### src/hw/rtl/olq_pkg.sv
// ---------------------------------------------------------------------------
// olq_pkg: shared types and constants for the outline to quadratic converter
// Coordinate widths, vertex kind codes and the structs passed between stages.
// ---------------------------------------------------------------------------
package olq_pkg;

   localparam int COORD_BITS      = 16;
   localparam int SCALE_FRAC_BITS = 16;
   localparam int EXTRA_FRAC      = 3;
   localparam int OUT_BITS        = COORD_BITS + SCALE_FRAC_BITS + EXTRA_FRAC;

   localparam int REQ_DATA_BITS   = 6 * COORD_BITS;
   localparam int RSP_FIELD_BITS  = 6 * OUT_BITS;
   localparam int RSP_DATA_BITS   = ((RSP_FIELD_BITS + 7) / 8) * 8;
   localparam int RSP_PAD_BITS    = RSP_DATA_BITS - RSP_FIELD_BITS;

   localparam logic [SCALE_FRAC_BITS-1:0] UNIT_SCALE_RESET = SCALE_FRAC_BITS'(32);

   localparam logic [1:0] KIND_MOVE  = 2'd0;
   localparam logic [1:0] KIND_LINE  = 2'd1;
   localparam logic [1:0] KIND_QUAD  = 2'd2;
   localparam logic [1:0] KIND_CUBIC = 2'd3;

   typedef logic signed [COORD_BITS-1:0] coord_type;
   typedef logic signed [OUT_BITS-1:0]   point_type;

   typedef struct packed {
      logic       starts_glyph;
      logic [1:0] vertex_kind;
      coord_type  end_x;
      coord_type  end_y;
      coord_type  ctrl1_x;
      coord_type  ctrl1_y;
      coord_type  ctrl2_x;
      coord_type  ctrl2_y;
   } vertex_type;

   typedef struct packed {
      logic       starts_glyph;
      logic [1:0] vertex_kind;
      point_type  end_x;
      point_type  end_y;
      point_type  ctrl1_x;
      point_type  ctrl1_y;
      point_type  ctrl2_x;
      point_type  ctrl2_y;
   } scaled_type;

   typedef struct packed {
      point_type start_px;
      point_type start_py;
      point_type mid_px;
      point_type mid_py;
      point_type stop_px;
      point_type stop_py;
      logic      last_of_run;
   } curve_type;

   typedef struct packed {
      logic busy;
      logic kind_cubic;
      logic second_half;
   } curve_status_type;

endpackage

### src/hw/rtl/olq_scale.sv
// ---------------------------------------------------------------------------
// olq_scale: input register and em scaling stage
// Registers the vertex, multiplies all six coordinates by the em scale.
// ---------------------------------------------------------------------------
module olq_scale (
   input  logic                                  clock,
   input  logic                                  reset,
   input  logic                                  in_valid,
   output logic                                  in_ready,
   input  olq_pkg::vertex_type                   in_vertex,
   input  logic [olq_pkg::SCALE_FRAC_BITS-1:0]   unit_scale,
   output logic                                  out_valid,
   input  logic                                  out_ready,
   output olq_pkg::scaled_type                   out_item
);
   import olq_pkg::*;

   localparam int PROD_BITS = COORD_BITS + SCALE_FRAC_BITS + 1;

   logic       raw_valid_ff;
   vertex_type raw_ff;
   logic       scl_valid_ff;
   scaled_type scl_ff;
   scaled_type scl_in;
   logic       raw_take;
   logic       scl_take;

   // c * scale * 8; the product magnitude stays below 2^31
   function automatic point_type scale_coord(input coord_type c,
                                             input logic [SCALE_FRAC_BITS-1:0] s);
      logic signed [PROD_BITS-1:0] prod;
      prod = PROD_BITS'(c) * $signed({1'b0, s});
      return {prod[OUT_BITS-EXTRA_FRAC-1:0], {EXTRA_FRAC{1'b0}}};
   endfunction

   assign scl_take = !scl_valid_ff || out_ready;
   assign raw_take = !raw_valid_ff || scl_take;
   assign in_ready = raw_take;

   always_comb begin
      scl_in.starts_glyph = raw_ff.starts_glyph;
      scl_in.vertex_kind  = raw_ff.vertex_kind;
      scl_in.end_x        = scale_coord(raw_ff.end_x,   unit_scale);
      scl_in.end_y        = scale_coord(raw_ff.end_y,   unit_scale);
      scl_in.ctrl1_x      = scale_coord(raw_ff.ctrl1_x, unit_scale);
      scl_in.ctrl1_y      = scale_coord(raw_ff.ctrl1_y, unit_scale);
      scl_in.ctrl2_x      = scale_coord(raw_ff.ctrl2_x, unit_scale);
      scl_in.ctrl2_y      = scale_coord(raw_ff.ctrl2_y, unit_scale);
   end

   always_ff @(posedge clock) begin
      if (reset) begin
         raw_valid_ff <= 1'b0;
         scl_valid_ff <= 1'b0;
      end else begin
         if (raw_take) begin
            raw_valid_ff <= in_valid;
         end
         if (scl_take) begin
            scl_valid_ff <= raw_valid_ff;
         end
      end
   end

   always_ff @(posedge clock) begin
      if (raw_take && in_valid) begin
         raw_ff <= in_vertex;
      end
      if (scl_take && raw_valid_ff) begin
         scl_ff <= scl_in;
      end
   end

   assign out_valid = scl_valid_ff;
   assign out_item  = scl_ff;

endmodule

### config.mk
export PLATFORM = sky130hd
export DESIGN_NAME = olq_scale
export DESIGN_NICKNAME = d
export VERILOG_FILES = /design/src/hw/rtl/olq_pkg.sv /design/src/hw/rtl/olq_scale.sv
export SDC_FILE = /design/constraint.sdc
export NUM_CORES = 2
export LEC_CHECK = 0
export BUFFER_PORTS_ARGS = -buffer_cell sky130_fd_sc_hd__buf_2
export CORE_UTILIZATION = 33
export DETAILED_ROUTE_END_ITERATION = 6
export PLACE_DENSITY = 0.58
export REMOVE_ABC_BUFFERS = 1
export SKIP_LAST_GASP = 1
export SLEW_MARGIN = 0
export SYNTH_ARGS = -nofsm -noshare
export SYNTH_HDL_FRONTEND = slang
export SYNTH_SLANG_ARGS = --single-unit
### constraint.sdc
create_clock -name clock -period 34.5 [get_ports clock]
set_clock_uncertainty 0.05 [all_clocks]
set_input_delay 6.9 -clock clock [delete_from_list [all_inputs] [get_ports clock]]
set_output_delay 6.9 -clock clock [all_outputs]
set_load 0.005 [all_outputs]
After elaboration in Yosys (flattened, before gate mapping)
Cells that the tools add are included.

Input port bits: 119. Register bits: 296.

Multiply operators: 6. Reductions and logical operators: 6.

Operators by type and width (count): $mul 16x17->32 (6); $logic_and 1x1->1 (2); $logic_not 1->1 (2); $logic_or 1x1->1 (2).

Logic depth before layout (Yosys ltp)
Depth after elaboration: 4. Mapped depth: 25. Gate-level depth less buffers: 22.

Worst setup path before layout
OpenSTA, ideal clock, no wires.

Path kind: input to register. From: in out_ready. To: reg scl_ff, in the netlist out_item[100] (enable). Data required time: 33673 ps. Setup slack: 18088 ps. Stages: 2. Arrival time: 15585 ps. Path through: nor2b_1 > nor2b_1.

Longest elaborated chain between the ends: 2.

RTL lines: start: declaration (RTL line olq_scale.sv:13) `input logic out_ready,`; $logic_or 1x1->1 (RTL line olq_scale.sv:36) `assign scl_take = !scl_valid_ff || out_ready;`; $logic_and 1x1->1 (RTL line olq_scale.sv:69) `if (scl_take && raw_valid_ff) begin`; end signal: assignment (RTL line olq_scale.sv:70) `scl_ff <= scl_in;`; end: declaration (RTL line olq_scale.sv:23) `scaled_type scl_ff;`.

Every way passes these cells. A chain may end at the register's enable or synchronous reset.

Final worst setup path
From: in out_ready. To: out in_ready.

Longest elaborated chain between the ends: 2.

RTL lines: $logic_or 1x1->1 (RTL line olq_scale.sv:36); $logic_or 1x1->1 (RTL line olq_scale.sv:37) `assign raw_take = !raw_valid_ff || scl_take;`; end: declaration (RTL line olq_scale.sv:9) `output logic in_ready,`.

Every way passes these cells.

==> metrics.yaml <==
r2r-start: "raw_ff[81]"
avgSynthCellArea_um2: 9.58
crit_top_cell: "buf_2"
crit_type: "primary input to output port"
timing.fmax_mhz: 68.9
rsz0062_at_grt: "false"
yosys_register_bits: 296
syn_inst: 6431
period_share: 0.421
drtAntennaViolNets: 0
clock-sinks: 296
worstHoldStart: "raw_ff[97]"
htree_levels: 2
hold_path.class: "flip-flop to flip-flop"
hpwlAfterDp_um: 125000
r2r-end: "out_item[208]"
hold_slack_ps: 372
fin_crit_ps: 14520
worstSetupEndpointType: "output port"
dpl-instance-area_mm2: 0.0654
grt_overflow: 0
antenna_found_initial: 9
clk_latency_ps: 660
layout.nets: 8528
whs_endpoint: "out_item[211]"
grt_pass1_vias: 46943
drtIter0Drc: 2100
cts_hold_buf: 0
root_buffer: "clkbuf_16"
start_util: 0.332
core_area_mm2: 0.185
rows: 158
cp_max_fo: 4
syn_area_mm2: 0.0616
start_kind: "primary input"
via_per_inst: 4.75
wirelength_um: 162000
drv_cap: 0
ios: 334
slew-limit-headroom: 0.288
via_count: 43085
area_growth_pct: 8.60
min_path_cells: 0
r2r_setup_slack_ps: 27490
cts_resized: 0
yosys_warnings: 0
synth-edff-count: 294
die_x_um: 434
cp_data_arrival_time_ps: 7570
post-cts-setup-buffers: 0
status: "finished clean"
finalSetupTns_ps: 0
cpMaxStageDelayCell: "nor2b_1"
path_cells: "buf_2 > nor2b_1 > nand2_1 > buf_2"
final-hold-violation-count: 0
fp.dieH_um: 434
tritoncts: "built"
critical_path.max_stage_delay_ps: 300
cts_buffers: 42
port_buffers: 315
report.final.setup_viol: 0
synth_cell_type_count: 80
place_congestion: 0.843
drv_slew: 0
async_flop_share: 0
fp.dieArea_mm2: 0.188
r2r_cells: 19
cts_buffer_depth: 3
grt_max_degree: 72
drtPass1Iterations: 5
wl_per_cell_um: 17.8
drive_gt1_frac: 0.0683
final_area_mm2: 0.0669
cp-startpoint: "out_ready"
grt_pass1_wl_um: 260000
drc_errors: 0
worst_ep_required_time_ps: 27550
worst_pin_slew_ps: 1070
clkSlewWorstSetupHoldPaths_ps: 60
ys_seq_area_frac: 0.144
yosys_most_used_dff: "edfxtp_1"
grtUsageTotal: 0.176
-- how the worst max path moves through the flow --
stage,cells after the start,slack (ps),endpoint
floorplan,2,18090,out_item[100]
global placement,4,19970,in_ready
detailed placement,4,19980,in_ready
CTS,4,19970,in_ready
global route,4,19940,in_ready
finish,4,19980,in_ready
-- metal layers --
metal  vias to the layer above  routed length (um)  track usage
met5                         -                   0            0
met4                         0                4550       0.0527
met3                       181                6580       0.0214
met2                       871               83200        0.313
met1                     22410               67500        0.222
li1                      19623                   -            -
-- cell usage after synthesis, types with 26 or more instances --
library cell  number  area [um2]
inv_1           1465        5500
ha_1             702        8780
o21ai_0           59         295
and2_1           714        4470
a21oi_1          146         731
o21bai_1          26         195
nand2_1          824        3090
xor2_1            51         447
nand3_1           30         150
edfxtp_1         294        8830
xnor2_1          126        1100
clkbuf_1         274        1030
fa_1            1164       23300
nor2_1           121         454
nand2b_1          50         313
a21o_1           107         803
-- sequential cells by signal (all words and copies together), names as in the netlist --
register	flops
out_item	195
raw_ff	99
out_valid	1
raw_valid_ff	1
-- critical path: cells and delay by family --
family	cells	cell delay (ps)
and+or+nand+nor	2	430
buffers and inverters	2	230
-- logic make-up (layout without fill, tap and decap cells) --
logic type | after synthesis | count (layout) | share of synthesized area
buffers and inverters | 1764 | 1892 | 0.109
other | 1 | 28 | 0.0000609
AO/OA/AOI/OAI | 500 | 500 | 0.0544
adder cells (fa/ha/maj) | 1866 | 1866 | 0.521
AND/OR/NAND/NOR | 1827 | 1827 | 0.147
XOR/XNOR | 177 | 177 | 0.0252
flip-flops | 296 | 296 | 0.144
-- final cells by class --
class | instances | area, um2
clock buffers | 46 | 1090
flip-flops and latches | 296 | 8870
multi-input cells | 4388 | 46100
repair buffers | 347 | 1860
diodes | 10 | 25.0
clock inverters | 31 | 335
fillers | 18972 | 119000
well taps | 2480 | 3100
inverters | 1468 | 5510
-- placed cells by master (no fill, tap or decap), types with 50 or more instances in the layout --
cell type  netlist  routed
fa_1          1164    1164
a21oi_1        146     146
nor2_1         121     121
and2_1         714     713
inv_1         1465    1465
nand2b_1        50      50
edfxtp_1       294     294
xor2_1          51      51
a21o_1         107     107
xnor2_1        126     126
o21ai_0         59      59
ha_1           702     702
buf_2            2     299
nand2_1        824     824
-- metrics by stage --
| step | setup slack (ps) | cells | util |
|---|---|---|---|
| after global placement | 19970 | 8979 | 0.353 |
| after floorplan | 18090 | 6152 | - |
| after global routing | 19940 | 9060 | 0.361 |
| after CTS | 19970 | 9056 | 0.361 |
| final | 19980 | 9066 | 0.361 |
| after detailed placement | 19980 | 8979 | 0.353 |
Power is left out: the tool's default activity adds up to more than one toggle a clock period on the data nets, which glitch-free logic cannot reach.
