`src/hw/rtl/olq_pkg.sv`:
```
// ---------------------------------------------------------------------------
// olq_pkg: shared types and constants for the outline to quadratic converter
// Coordinate widths, vertex kind codes and the structs passed between stages.
// ---------------------------------------------------------------------------
package olq_pkg;

   localparam int COORD_BITS      = 16;
   localparam int SCALE_FRAC_BITS = 16;
   localparam int EXTRA_FRAC      = 3;
   localparam int OUT_BITS        = COORD_BITS + SCALE_FRAC_BITS + EXTRA_FRAC;

   localparam int REQ_DATA_BITS   = 6 * COORD_BITS;
   localparam int RSP_FIELD_BITS  = 6 * OUT_BITS;
   localparam int RSP_DATA_BITS   = ((RSP_FIELD_BITS + 7) / 8) * 8;
   localparam int RSP_PAD_BITS    = RSP_DATA_BITS - RSP_FIELD_BITS;

   localparam logic [SCALE_FRAC_BITS-1:0] UNIT_SCALE_RESET = SCALE_FRAC_BITS'(32);

   localparam logic [1:0] KIND_MOVE  = 2'd0;
   localparam logic [1:0] KIND_LINE  = 2'd1;
   localparam logic [1:0] KIND_QUAD  = 2'd2;
   localparam logic [1:0] KIND_CUBIC = 2'd3;

   typedef logic signed [COORD_BITS-1:0] coord_type;
   typedef logic signed [OUT_BITS-1:0]   point_type;

   typedef struct packed {
      logic       starts_glyph;
      logic [1:0] vertex_kind;
      coord_type  end_x;
      coord_type  end_y;
      coord_type  ctrl1_x;
      coord_type  ctrl1_y;
      coord_type  ctrl2_x;
      coord_type  ctrl2_y;
   } vertex_type;

   typedef struct packed {
      logic       starts_glyph;
      logic [1:0] vertex_kind;
      point_type  end_x;
      point_type  end_y;
      point_type  ctrl1_x;
      point_type  ctrl1_y;
      point_type  ctrl2_x;
      point_type  ctrl2_y;
   } scaled_type;

   typedef struct packed {
      point_type start_px;
      point_type start_py;
      point_type mid_px;
      point_type mid_py;
      point_type stop_px;
      point_type stop_py;
      logic      last_of_run;
   } curve_type;

   typedef struct packed {
      logic busy;
      logic kind_cubic;
      logic second_half;
   } curve_status_type;

endpackage

```
`src/hw/rtl/olq_curve.sv`:
```
// ---------------------------------------------------------------------------
// olq_curve: pen tracking and quadratic curve formation
// Builds one or two quadratic beats from a scaled line, quadratic or cubic vertex and the pen point;
// a move vertex gives no beat and only sets the pen point.
module olq_curve (
   input  logic                        clock,
   input  logic                        reset,
   input  logic                        in_valid,
   output logic                        in_ready,
   input  olq_pkg::scaled_type         in_item,
   input  logic                        out_free,
   output logic                        out_load,
   output olq_pkg::curve_type          out_beat,
   output olq_pkg::curve_status_type   status
);
   import olq_pkg::*;

   localparam int SUM_BITS = OUT_BITS + 3;

   point_type pen_x_ff;
   point_type pen_y_ff;
   logic      phase_ff;
   point_type p0x;
   point_type p0y;
   point_type cmx;
   point_type cmy;
   logic      is_move;
   logic      is_cubic;
   logic      release_item;

   // all values are multiples of 8, so these shifts are exact
   function automatic point_type half_sum(input point_type a, input point_type b);
      logic signed [OUT_BITS:0] s;
      s = (OUT_BITS+1)'(a) + (OUT_BITS+1)'(b);
      return s[OUT_BITS:1];
   endfunction

   function automatic point_type cubic_mid(input point_type p0, input point_type c1,
                                           input point_type c2, input point_type p3);
      logic signed [SUM_BITS-1:0] a;
      logic signed [SUM_BITS-1:0] b;
      logic signed [SUM_BITS-1:0] s;
      a = SUM_BITS'(c1) + SUM_BITS'(c2);
      b = SUM_BITS'(p0) + SUM_BITS'(p3);
      s = b + (a <<< 1) + a;
      return s[SUM_BITS-1:3];
   endfunction

   assign p0x      = in_item.starts_glyph ? '0 : pen_x_ff;
   assign p0y      = in_item.starts_glyph ? '0 : pen_y_ff;
   assign is_move  = (in_item.vertex_kind == KIND_MOVE);
   assign is_cubic = (in_item.vertex_kind == KIND_CUBIC);
   assign cmx      = cubic_mid(p0x, in_item.ctrl1_x, in_item.ctrl2_x, in_item.end_x);
   assign cmy      = cubic_mid(p0y, in_item.ctrl1_y, in_item.ctrl2_y, in_item.end_y);

   assign out_load     = in_valid && !is_move && out_free;
   assign release_item = in_valid && (is_move || (out_free && (!is_cubic || phase_ff)));
   assign in_ready     = release_item;

   always_comb begin
      out_beat.start_px    = p0x;
      out_beat.start_py    = p0y;
      out_beat.mid_px      = in_item.ctrl1_x;
      out_beat.mid_py      = in_item.ctrl1_y;
      out_beat.stop_px     = in_item.end_x;
      out_beat.stop_py     = in_item.end_y;
      out_beat.last_of_run = 1'b1;
      case (in_item.vertex_kind)
         KIND_LINE: begin
            out_beat.mid_px = half_sum(p0x, in_item.end_x);
            out_beat.mid_py = half_sum(p0y, in_item.end_y);
         end
         KIND_CUBIC: begin
            if (!phase_ff) begin
               out_beat.mid_px      = half_sum(p0x, in_item.ctrl1_x);
               out_beat.mid_py      = half_sum(p0y, in_item.ctrl1_y);
               out_beat.stop_px     = cmx;
               out_beat.stop_py     = cmy;
               out_beat.last_of_run = 1'b0;
            end else begin
               out_beat.start_px = cmx;
               out_beat.start_py = cmy;
               out_beat.mid_px   = half_sum(in_item.ctrl2_x, in_item.end_x);
               out_beat.mid_py   = half_sum(in_item.ctrl2_y, in_item.end_y);
            end
         end
         default: begin
         end
      endcase
   end

   always_ff @(posedge clock) begin
      if (reset) begin
         pen_x_ff <= '0;
         pen_y_ff <= '0;
         phase_ff <= 1'b0;
      end else begin
         if (out_load && is_cubic) begin
            phase_ff <= !phase_ff;
         end
         if (release_item) begin
            pen_x_ff <= in_item.end_x;
            pen_y_ff <= in_item.end_y;
         end
      end
   end

   assign status.busy        = in_valid;
   assign status.kind_cubic  = is_cubic;
   assign status.second_half = phase_ff;

endmodule

```
`config.mk`:
```
export PLATFORM = sky130hd
export DESIGN_NAME = olq_curve
export DESIGN_NICKNAME = d
export VERILOG_FILES = /design/src/hw/rtl/olq_pkg.sv /design/src/hw/rtl/olq_curve.sv
export SDC_FILE = /design/constraint.sdc
export NUM_CORES = 1
export LEC_CHECK = 0
export BUFFER_PORTS_ARGS = -buffer_cell sky130_fd_sc_hd__buf_4
export CAP_MARGIN = 20
export CORE_UTILIZATION = 45
export DETAILED_ROUTE_END_ITERATION = 6
export PLACE_DENSITY_LB_ADDON = 0.12
export SYNTH_ARGS = -nofsm -noshare
export SYNTH_HDL_FRONTEND = slang
export SYNTH_SLANG_ARGS = --single-unit
```
`constraint.sdc`:
```
create_clock -name clock -period 22 [get_ports clock]
set_input_delay 3.3 -clock clock [delete_from_list [all_inputs] [get_ports clock]]
set_output_delay 3.3 -clock clock [all_outputs]
set_load 0.005 [all_outputs]
```
======== Word level (Yosys, flattened, before mapping) ========
Index checks and enable logic that the tools add are counted.
storage, ports and cells
  flip-flop bits (word level) ............. 71
  bits of input ports ..................... 217
  logic and storage cells ................. 38
operators by class
  $add $sub $neg .......................... 14
  equal/unequal tests ..................... 2
  multiplexer cells ....................... 8
  reductions and logical operators ........ 11
operator list
  cell                                                                   number
  35-bit by 35-bit adder with 36-bit output                              10
  70-bit 2-to-1 mux                                                      3
  71-bit 2-to-1 mux                                                      2
  70-bit case mux with 2 select lines                                    1
  36-bit by 37-bit adder with 38-bit output                              2
  38-bit by 36-bit adder with 38-bit output                              2
  35-bit 2-to-1 mux                                                      2
  1-bit logical AND                                                      5
  1-bit zero test                                                        3
  2-bit by 1-bit equality test with 1-bit output, second input constant  1
  2-bit equality test, second input constant                             1
  2-bit zero test                                                        1
  1-bit logical OR                                                       2

======== Logic depth before layout (Yosys ltp) ========
Gate-level depths: netlist of run 1.
  depth after elaboration ................. 6
  gate-level depth with buffers ........... 27
  depth with buffers taken out ............ 27

======== Worst setup path before layout of run 1 ========
Ideal clock, no wire load.
  path type ............................... input -> output
  start point ............................. in in_item[35] (netlist name)
  end point ............................... out out_beat[210] (netlist name)
  data arrival time ....................... 8.776 ns
  data required time ...................... 18.700 ns
  setup slack ............................. 9.924 ns
  stages on the path ...................... 23
  cell sequence ........................... ha_1 > fa_1 > a21o_1 > a21o_1 > a2111oi_4 > o22ai_2 > a21oi_2 > o21ai_1 > a21o_1 > a2111o_1 > a2111o_1 > o311ai_1 > fa_1 > fa_1 > ha_1 > nand2_1 > nand2_1 > a21oi_1 > nor3b_1 > a2111oi_0 > o211ai_1 > xor2_1 > o21ai_1
RTL lines
  what                line             text
  start: declaration  olq_curve.sv:10  input olq_pkg::scaled_type in_item,
  end: declaration    olq_curve.sv:13  output olq_pkg::curve_type out_beat,

==> results by group, run 1 <==
Status
  • Run status: finished, violations left
  • Failing checks: DRC

Drt
  • # DRC: 10
  • Number of nets still failing antenna checks after routing: 0
  • Ratio of routed vias to standard cells: 5.92
  • Via count: 28659
  • DRT Wirelength: 97600 um
  • Routed length on met2: 45600 um
  • Violation count after the first detailed-routing iteration: between 2000 and 2500
  • Routed length on met3: 6690 um
  • Highest metal layer with signal wires: met5
  • Routed len/inst: 20.2 um
  • Routed met1 length: about 43000 um
  • Number of search-and-repair iterations in the first detailed-routing pass: 7

Pwr
  • Pwr per Cell Area: 68.6 nW/um2
  • Total power: 2130 uW
  • Largest vdd supply drop: 0.0771 mV
  • Leakage power: 0.0149 uW

Timing
  • Post-route setup TNS: 0 ps
  • Maximum operating frequency: 0.0759 GHz
  • Clk_skew: ~11 ps
  • # setup viols final: 0
  • Final Slew Violations: 0
  • Transition at the pin with the smallest max-transition slack: about 970 ps
  • Post-layout min period: about 13000 ps
  • Final cycle utilization of the critical path: 0.599
  • Setup repair after global routing missed its margin: false
  • Count of final hold-check violations: 0
  • Worst-case headroom to the max-slew limit: 0.345

GRT
  • Global router's overall resource usage: 0.309
  • Largest net degree at the start of global routing: 76
  • Antenna violations before repair: 1
  • GRT overflow: 0
  • Via count of the first global-routing pass: between 20000 and 30000
  • Wire length of the first global-routing pass: 146000 um

Clocking
  • TritonCTS clock tree: done
  • Clock buffer depth: 2
  • Clock transition time at the flip-flop clock pins of the worst setup and hold paths: 60 ps
  • Buffers inserted by post-CTS timing repair: 0
  • Number of buffers created by CTS: 9
  • Post_cts resized: 0
  • CTS Hold Bufs: 0
  • Clock root buffer master: sky130_fd_sc_hd__clkbuf_16
  • Worst-Skew Late Latency: 380 ps
  • CTS H-tree depth: 3
  • # clock sinks: 71

Final layout
  • Number of nets in the finished design: 4779
  • Filler cells: 6048
  • Ant diodes: 0
  • Final design area excluding fillers: 31000 um2
  • Total area of sequential cells: roughly 1400 um2
  • Multi-input combinational cell area: around 24000 um2
  • Fraction of final layout cells with drive strength greater than 1: 0.125
  • Area Overhead vs Synth: 15.3%
  • Non-filler cells in the finished layout: 4839

Synth
  • Part of the Yosys area used for sequential elements: 0.0529
  • Synth warnings: 0
  • Main combinational cell family by area after synthesis: compound AO/OA/AOI/OAI gates
  • Async set or reset register ratio after synthesis: 0
  • Xor and xnor area share after synthesis: 0.0915
  • Synth Area in Adders: 0.274
  • Fraction of the mapped netlist area in compound gates: 0.318
  • Number of synthesized register bits: between 70 and 80
  • Cell area after synthesis: roughly 27000 um2
  • Fraction of the mapped netlist area in simple logic gates: 0.198
  • Share of cell area taken by muxes after synthesis: 0.0115
  • Post-synth EDFFs: 0
  • Mean area per synthesized cell: slightly above 7 um2
  • Gate count of the mapped netlist: 3738
  • Most frequently used flop master after synthesis: sky130_fd_sc_hd__dfxtp_1
  • Syn nets: roughly 4500
  • Synth cell types: just over 90

Worst setup path
  • Type of the worst setup path: input port to output pin
  • WP data arrival: 9880 ps
  • Cell seen most often among critical-path stages: sky130_fd_sc_hd__o21ai_1
  • Crit-path slowest cell: sky130_fd_sc_hd__a2111oi_0
  • Slowest cell delay on critical path: about 700 ps
  • Reg2Reg Depth: 7
  • Worst Path Required: 18700 ps
  • Nature of the critical path startpoint: input port
  • Kind of end point of the critical path: output pin
  • Critical-path maximum fanout: 8

Floorplanning
  • Io pins: 433
  • Die boundary height: ~250 um
  • Chip width: 246 um
  • Initial core utilization: 0.456
  • Die footprint: 60700 um2
  • Placement Rows: 89
  • Core Area: about 59000 um2

Placed design
  • Number of placed instances, taps included: 4825
  • Number of buffers added on ports: 432
  • Half-perimeter wire length after detailed placement: between 70000 and 80000 um
  • Placed standard-cell area: just over 30000 um2
  • Gp weighted congestion: 0.992

Min path
  • Type of the tightest min-delay check: flop to flop
  • Number of stages on the worst hold path: 2

Run
  • Number of violations of the max-capacitance limit: 0
flip-flops by register name, indices dropped and copies added, names as in the netlist:
register / cells
pen_y_ff: 35
pen_x_ff: 35
phase_ff: 1
path summary, 6_finish.rpt:
path,slack (ps),end,start
worst max-delay path,8820,out_beat[166],in_item[6]
worst min-delay path,450,pen_y_ff[19],pen_y_ff[19]
worst max register to register,19210,pen_y_ff[34],phase_ff
worst min register to register,450,pen_y_ff[19],pen_y_ff[19]
final cells by class:
cell class              count  share of cell area
clock inverters             2            0.000323
multi-input cells        3284               0.776
clock buffers              11             0.00783
repair buffers            449               0.109
inverters                 249              0.0302
flip-flops and latches     71              0.0460
well taps                 773              0.0312
layout by cell type (no fill, tap or decap), types with 25 or more instances in the layout:
| master | synthesis | layout |
|---|---|---|
| sky130_fd_sc_hd__nand2_1 | 476 | 474 |
| sky130_fd_sc_hd__buf_4 | 3 | 448 |
| sky130_fd_sc_hd__a21oi_1 | 396 | 396 |
| sky130_fd_sc_hd__ha_1 | 348 | 348 |
| sky130_fd_sc_hd__inv_1 | 245 | 244 |
| sky130_fd_sc_hd__o21ai_0 | 222 | 222 |
| sky130_fd_sc_hd__nor2_1 | 199 | 196 |
| sky130_fd_sc_hd__a21o_1 | 167 | 167 |
| sky130_fd_sc_hd__xnor2_1 | 166 | 166 |
| sky130_fd_sc_hd__fa_1 | 150 | 150 |
| sky130_fd_sc_hd__xor2_1 | 115 | 115 |
| sky130_fd_sc_hd__o21ai_1 | 106 | 106 |
| sky130_fd_sc_hd__nor2b_1 | 95 | 95 |
| sky130_fd_sc_hd__dfxtp_1 | 71 | 70 |
| sky130_fd_sc_hd__nand3_1 | 66 | 65 |
| sky130_fd_sc_hd__nand2b_1 | 61 | 61 |
| sky130_fd_sc_hd__o21a_1 | 50 | 50 |
| sky130_fd_sc_hd__nor3_1 | 50 | 50 |
| sky130_fd_sc_hd__o211ai_1 | 49 | 49 |
| sky130_fd_sc_hd__a31oi_1 | 45 | 45 |
| sky130_fd_sc_hd__o21bai_1 | 45 | 45 |
| sky130_fd_sc_hd__a211oi_1 | 43 | 43 |
| sky130_fd_sc_hd__and3_1 | 31 | 31 |
| sky130_fd_sc_hd__nand4_1 | 27 | 27 |
| sky130_fd_sc_hd__and2_1 | 25 | 25 |
through the flow:
step	util	hold WS (ps)	setup slack, ps
3_3_place_gp	0.521	437	9160
2_1_floorplan	-	432	9920
6_report	0.525	449	8820
3_5_place_dp	0.521	442	8980
5_1_grt	0.525	462	8390
4_1_cts	0.525	449	8940
power by group:
| part | switching, uW | internal, uW |
|---|---|---|
| Clock | 67.0 | 77.2 |
| Combinational | 1070 | 779 |
| Sequential | 3.76 | 135 |
kinds of logic after synthesis:
family / after synthesis
AOI/OAI and AO/OA: 1347
xor gates and xnor gates: 281
adders and majority gates: 498
buffers and inverters: 383
DFF: 71
muxes: 30
and+or+nand+nor: 1128
metal layers:
layer,vias to the layer above,GRT usage
met2,999,0.518
met5,-,0
met4,2,0.0802
met3,126,0.0429
met1,13364,0.414
li1,14168,-
critical path, delay by kind of cell:
kind            cells  cell delay [ps]
simple gates        7             1010
fa+ha+maj           4             1790
xor+xnor            2              370
compound gates      9             3010
buf+inv             4              380
synthesized netlist by cell type, types with 9 or more instances:
cell / instances / area [um2]
sky130_fd_sc_hd__a2111oi_0: 11 / 96.3
sky130_fd_sc_hd__a211oi_1: 43 / 323
sky130_fd_sc_hd__a21boi_1: 10 / 75.1
sky130_fd_sc_hd__a21o_1: 167 / 1250
sky130_fd_sc_hd__a21oi_1: 396 / 1980
sky130_fd_sc_hd__a221o_1: 11 / 110
sky130_fd_sc_hd__a221oi_1: 21 / 184
sky130_fd_sc_hd__a22oi_1: 10 / 75.1
sky130_fd_sc_hd__a31oi_1: 45 / 282
sky130_fd_sc_hd__and2_1: 25 / 156
sky130_fd_sc_hd__and3_1: 31 / 194
sky130_fd_sc_hd__and4_1: 9 / 78.8
sky130_fd_sc_hd__buf_1: 15 / 56.3
sky130_fd_sc_hd__clkbuf_1: 115 / 432
sky130_fd_sc_hd__dfxtp_1: 71 / 1420
sky130_fd_sc_hd__fa_1: 150 / 3000
sky130_fd_sc_hd__ha_1: 348 / 4350
sky130_fd_sc_hd__inv_1: 245 / 920
sky130_fd_sc_hd__mux2i_1: 23 / 230
sky130_fd_sc_hd__nand2_1: 476 / 1790
sky130_fd_sc_hd__nand2b_1: 61 / 382
sky130_fd_sc_hd__nand3_1: 66 / 330
sky130_fd_sc_hd__nand4_1: 27 / 169
sky130_fd_sc_hd__nor2_1: 199 / 747
sky130_fd_sc_hd__nor2b_1: 95 / 594
sky130_fd_sc_hd__nor3_1: 50 / 250
sky130_fd_sc_hd__nor3b_1: 12 / 90.1
sky130_fd_sc_hd__o2111ai_1: 10 / 87.6
sky130_fd_sc_hd__o211ai_1: 49 / 368
sky130_fd_sc_hd__o21a_1: 50 / 375
sky130_fd_sc_hd__o21ai_0: 222 / 1110
sky130_fd_sc_hd__o21ai_1: 106 / 531
sky130_fd_sc_hd__o21bai_1: 45 / 338
sky130_fd_sc_hd__o221ai_1: 10 / 87.6
sky130_fd_sc_hd__o22ai_1: 9 / 56.3
sky130_fd_sc_hd__o31ai_1: 23 / 173
sky130_fd_sc_hd__or2_2: 14 / 87.6
sky130_fd_sc_hd__or3_1: 20 / 125
sky130_fd_sc_hd__xnor2_1: 166 / 1450
sky130_fd_sc_hd__xor2_1: 115 / 1010
No activity file was read; power rests on OpenSTA's default activity.
==> run 2, diff against run 1 <==
clock period = 10.7 ns   (was 22 ns; I/O delays follow)
==> run 2 against run 1 <==
The run now ends clean. Setup slack got worse by 7900 ps. Core utilization increased by 0.13 points. Worst hold slack improved by 0.70 ps. Cell count increased by 0.10%. Global-route usage increased by 0.72 points. Sequential power increased by 110%. Clock skew decreased by 4.8 ps. First-iteration DRC count increased by 12%. Die area unchanged. Critical path type unchanged. Critical endpoint is now out_beat[26]. Largest power group unchanged. Highest routed layer unchanged.
==> results by group, run 2 (same netlist as run 1, synthesis figures left out) <==
Worst setup path
  • WP data arrival: 8210 ps (-1670 ps)
  • Type of the worst setup path: input port to output pin
  • Nature of the critical path startpoint: input port
  • Launch point of the worst reg-to-reg path: phase_ff
  • Kind of end point of the critical path: output pin
  • Reg2Reg Depth: 7 (unchanged)
  • Worst R2R End: pen_x_ff[18]
  • Critical-path maximum fanout: 8 (unchanged)
  • Worst Path Required: 9100 ps (-9600 ps)
  • Reg-to-reg setup timing slack: 8340 ps (-10870 ps)

Clocking
  • Buffers inserted by post-CTS timing repair: 0 (unchanged)
  • Clock buffer depth: 2 (unchanged)
  • Clock transition time at the flip-flop clock pins of the worst setup and hold paths: 60 ps (about the same)
  • # clock sinks: 71 (unchanged)
  • Number of buffers created by CTS: 9 (unchanged)
  • CTS Hold Bufs: 0 (unchanged)
  • Worst-Skew Late Latency: 390 ps (about the same)
  • Clock root buffer master: sky130_fd_sc_hd__clkbuf_16
  • TritonCTS clock tree: done
  • CTS H-tree depth: 3 (unchanged)
  • Post_cts resized: 0 (unchanged)

Final layout
  • Ant diodes: 0 (unchanged)
  • Largest registers: pen_x_ff (35), pen_y_ff (35), phase_ff (1)
  • Number of nets in the finished design: 4781 (+0.042%)
  • Leading cell types in the layout, fill and taps excluded: sky130_fd_sc_hd__nand2_1 (474), sky130_fd_sc_hd__buf_4 (451), sky130_fd_sc_hd__a21oi_1 (396), sky130_fd_sc_hd__ha_1 (348), sky130_fd_sc_hd__inv_1 (244)
  • Final design area excluding fillers: 31100 um2 (+0.24%)
  • Filler cells: 6061 (+0.21%)
  • Area Overhead vs Synth: 15.6%
  • Fraction of final layout cells with drive strength greater than 1: 0.127 (+0.00107)
  • Total area of sequential cells: 1430 um2 (unchanged)
  • Most common cell after layout, fill and taps aside: sky130_fd_sc_hd__nand2_1
  • Multi-input combinational cell area: 24100 um2 (unchanged)

Drt
  • DRT Wirelength: 98700 um (+1.1%)
  • # DRC: 0 (-10)
  • Ratio of routed vias to standard cells: 5.91 (-0.28%)
  • Number of search-and-repair iterations in the first detailed-routing pass: 7 (unchanged)
  • Via count: 28609 (-0.17%)
  • Routed len/inst: 20.4 um (+1.0%)
  • Violation count after the first detailed-routing iteration: 2508 (+12%)
  • Number of nets still failing antenna checks after routing: 0 (unchanged)

Floorplanning
  • Placement Rows: 89 (unchanged)
  • Die boundary height: 246 um (unchanged)
  • Die footprint: 60700 um2 (unchanged)
  • Io pins: 433 (unchanged)
  • Core Area: 59000 um2 (unchanged)
  • Initial core utilization: 0.456 (unchanged)
  • Chip width: 246 um (unchanged)

GRT
  • Global router's overall resource usage: 0.317 (+0.00717)
  • Antenna violations before repair: 1 (unchanged)
  • Wire length of the first global-routing pass: 149000 um (+2.3%)
  • Via count of the first global-routing pass: 25892 (+1.5%)
  • GRT overflow: 0 (unchanged)
  • Largest net degree at the start of global routing: 72 (-5.3%)

Timing
  • Post-route setup TNS: 0 ps (unchanged)
  • Final cycle utilization of the critical path: 0.918
  • Final Slew Violations: 0 (unchanged)
  • Setup repair after global routing missed its margin: false
  • # setup viols final: 0 (unchanged)
  • Count of final hold-check violations: 0 (unchanged)
  • Transition at the pin with the smallest max-transition slack: 1090 ps (+117 ps)
  • Hold WS: 449 ps (+0.703 ps)
  • Worst-case headroom to the max-slew limit: 0.257 (-0.0882)
  • Maximum operating frequency: between 0.1 and 0.15 GHz
  • Post-layout min period: 9820 ps
  • Clk_skew: 5.99 ps (-4.79 ps)

Pwr
  • Pwr per Cell Area: 142 nW/um2 (+110%)
  • Largest vdd supply drop: 0.149 mV (+93%)
  • Leakage power: 0.0150 uW (+0.26%)

Min path
  • Type of the tightest min-delay check: flop to flop
  • End of the worst hold path: pen_x_ff[16]
  • Number of stages on the worst hold path: 2 (unchanged)
  • Min-delay src: pen_x_ff[16]

Run
  • Number of violations of the max-capacitance limit: 0 (unchanged)

Placed design
  • Placed standard-cell area: 30800 um2 (about the same)
  • Gp weighted congestion: 0.952 (-4.0%)
  • Number of buffers added on ports: 432 (unchanged)
  • Half-perimeter wire length after detailed placement: 80700 um (+1.2%)

Status
  • Run status: complete, no violations
-- run 2: metrics by stage --
step                       util  power (uW)  cells  worst slack [ps]
final                     0.527        4420   4844               882
after global routing      0.527        4870   4844               476
after CTS                 0.527        4400   4844               971
after detailed placement  0.521        4030   4828              1010
after global placement    0.521        4030   4828              1250
after floorplan               -        3020   3738              2010
-- run 2: layer usage --
| metal | global-route usage | share of wire | up-vias | wire length [um] |
|---|---|---|---|---|
| met2 | 0.534 | 0.47 | 953 | 46800 |
| met5 | 0 | 0.00014 | - | 14 |
| met1 | 0.429 | 0.44 | 13367 | 43300 |
| li1 | - | - | 14171 | - |
| met3 | 0.0371 | 0.065 | 116 | 6440 |
| met4 | 0.0706 | 0.022 | 2 | 2150 |
-- run 2: final cells by class --
| cell class | instances | share of cell area |
|---|---|---|
| Multi-Input combinational cell | 3284 | 0.774 |
| Timing Repair Buffer | 451 | 0.109 |
| Sequential cell | 71 | 0.0458 |
| Tap cell | 773 | 0.0311 |
| Inverter | 249 | 0.0301 |
| Clock buffer | 13 | 0.00869 |
| Clock inverter | 3 | 0.00129 |
-- run 2: where the power goes --
part           switching [uW]  total (uW)  internal (uW)
Sequential               7.62         286            278
Combinational            2190        3790           1600
Clock                     147         346            199
-- run 2: worst max path at each step --
stage	slack, ps	to	startpoint	cells past startpoint
floorplan	2010	out_beat[210]	in_item[35]	23
global placement	1250	out_beat[70]	in_item[35]	25
detailed placement	1010	out_beat[166]	in_item[0]	28
CTS	970	out_beat[166]	in_item[0]	28
global route	480	out_beat[26]	in_item[0]	28
finish	880	out_beat[26]	in_item[6]	26
-- run 2: worst max-delay path, stage by stage --
cell	delay [ps]
sky130_fd_sc_hd__buf_4	120
sky130_fd_sc_hd__ha_1	370
sky130_fd_sc_hd__a2111oi_0	400
sky130_fd_sc_hd__o21ai_1	180
sky130_fd_sc_hd__nand3_1	220
sky130_fd_sc_hd__nand2_1	130
sky130_fd_sc_hd__a211oi_1	410
sky130_fd_sc_hd__nor2b_1	80
sky130_fd_sc_hd__o21ai_0	190
sky130_fd_sc_hd__nand2b_1	90
sky130_fd_sc_hd__xor2_1	180
sky130_fd_sc_hd__fa_1	510
sky130_fd_sc_hd__inv_1	60
sky130_fd_sc_hd__fa_1	520
sky130_fd_sc_hd__inv_1	40
sky130_fd_sc_hd__ha_1	390
sky130_fd_sc_hd__nand3_1	150
sky130_fd_sc_hd__nor2_1	240
sky130_fd_sc_hd__nand2_1	90
sky130_fd_sc_hd__a2111oi_0	650
sky130_fd_sc_hd__o21ai_1	340
sky130_fd_sc_hd__o311a_1	380
sky130_fd_sc_hd__o41ai_1	400
sky130_fd_sc_hd__xnor2_1	230
sky130_fd_sc_hd__o21ai_1	100
sky130_fd_sc_hd__buf_4	160
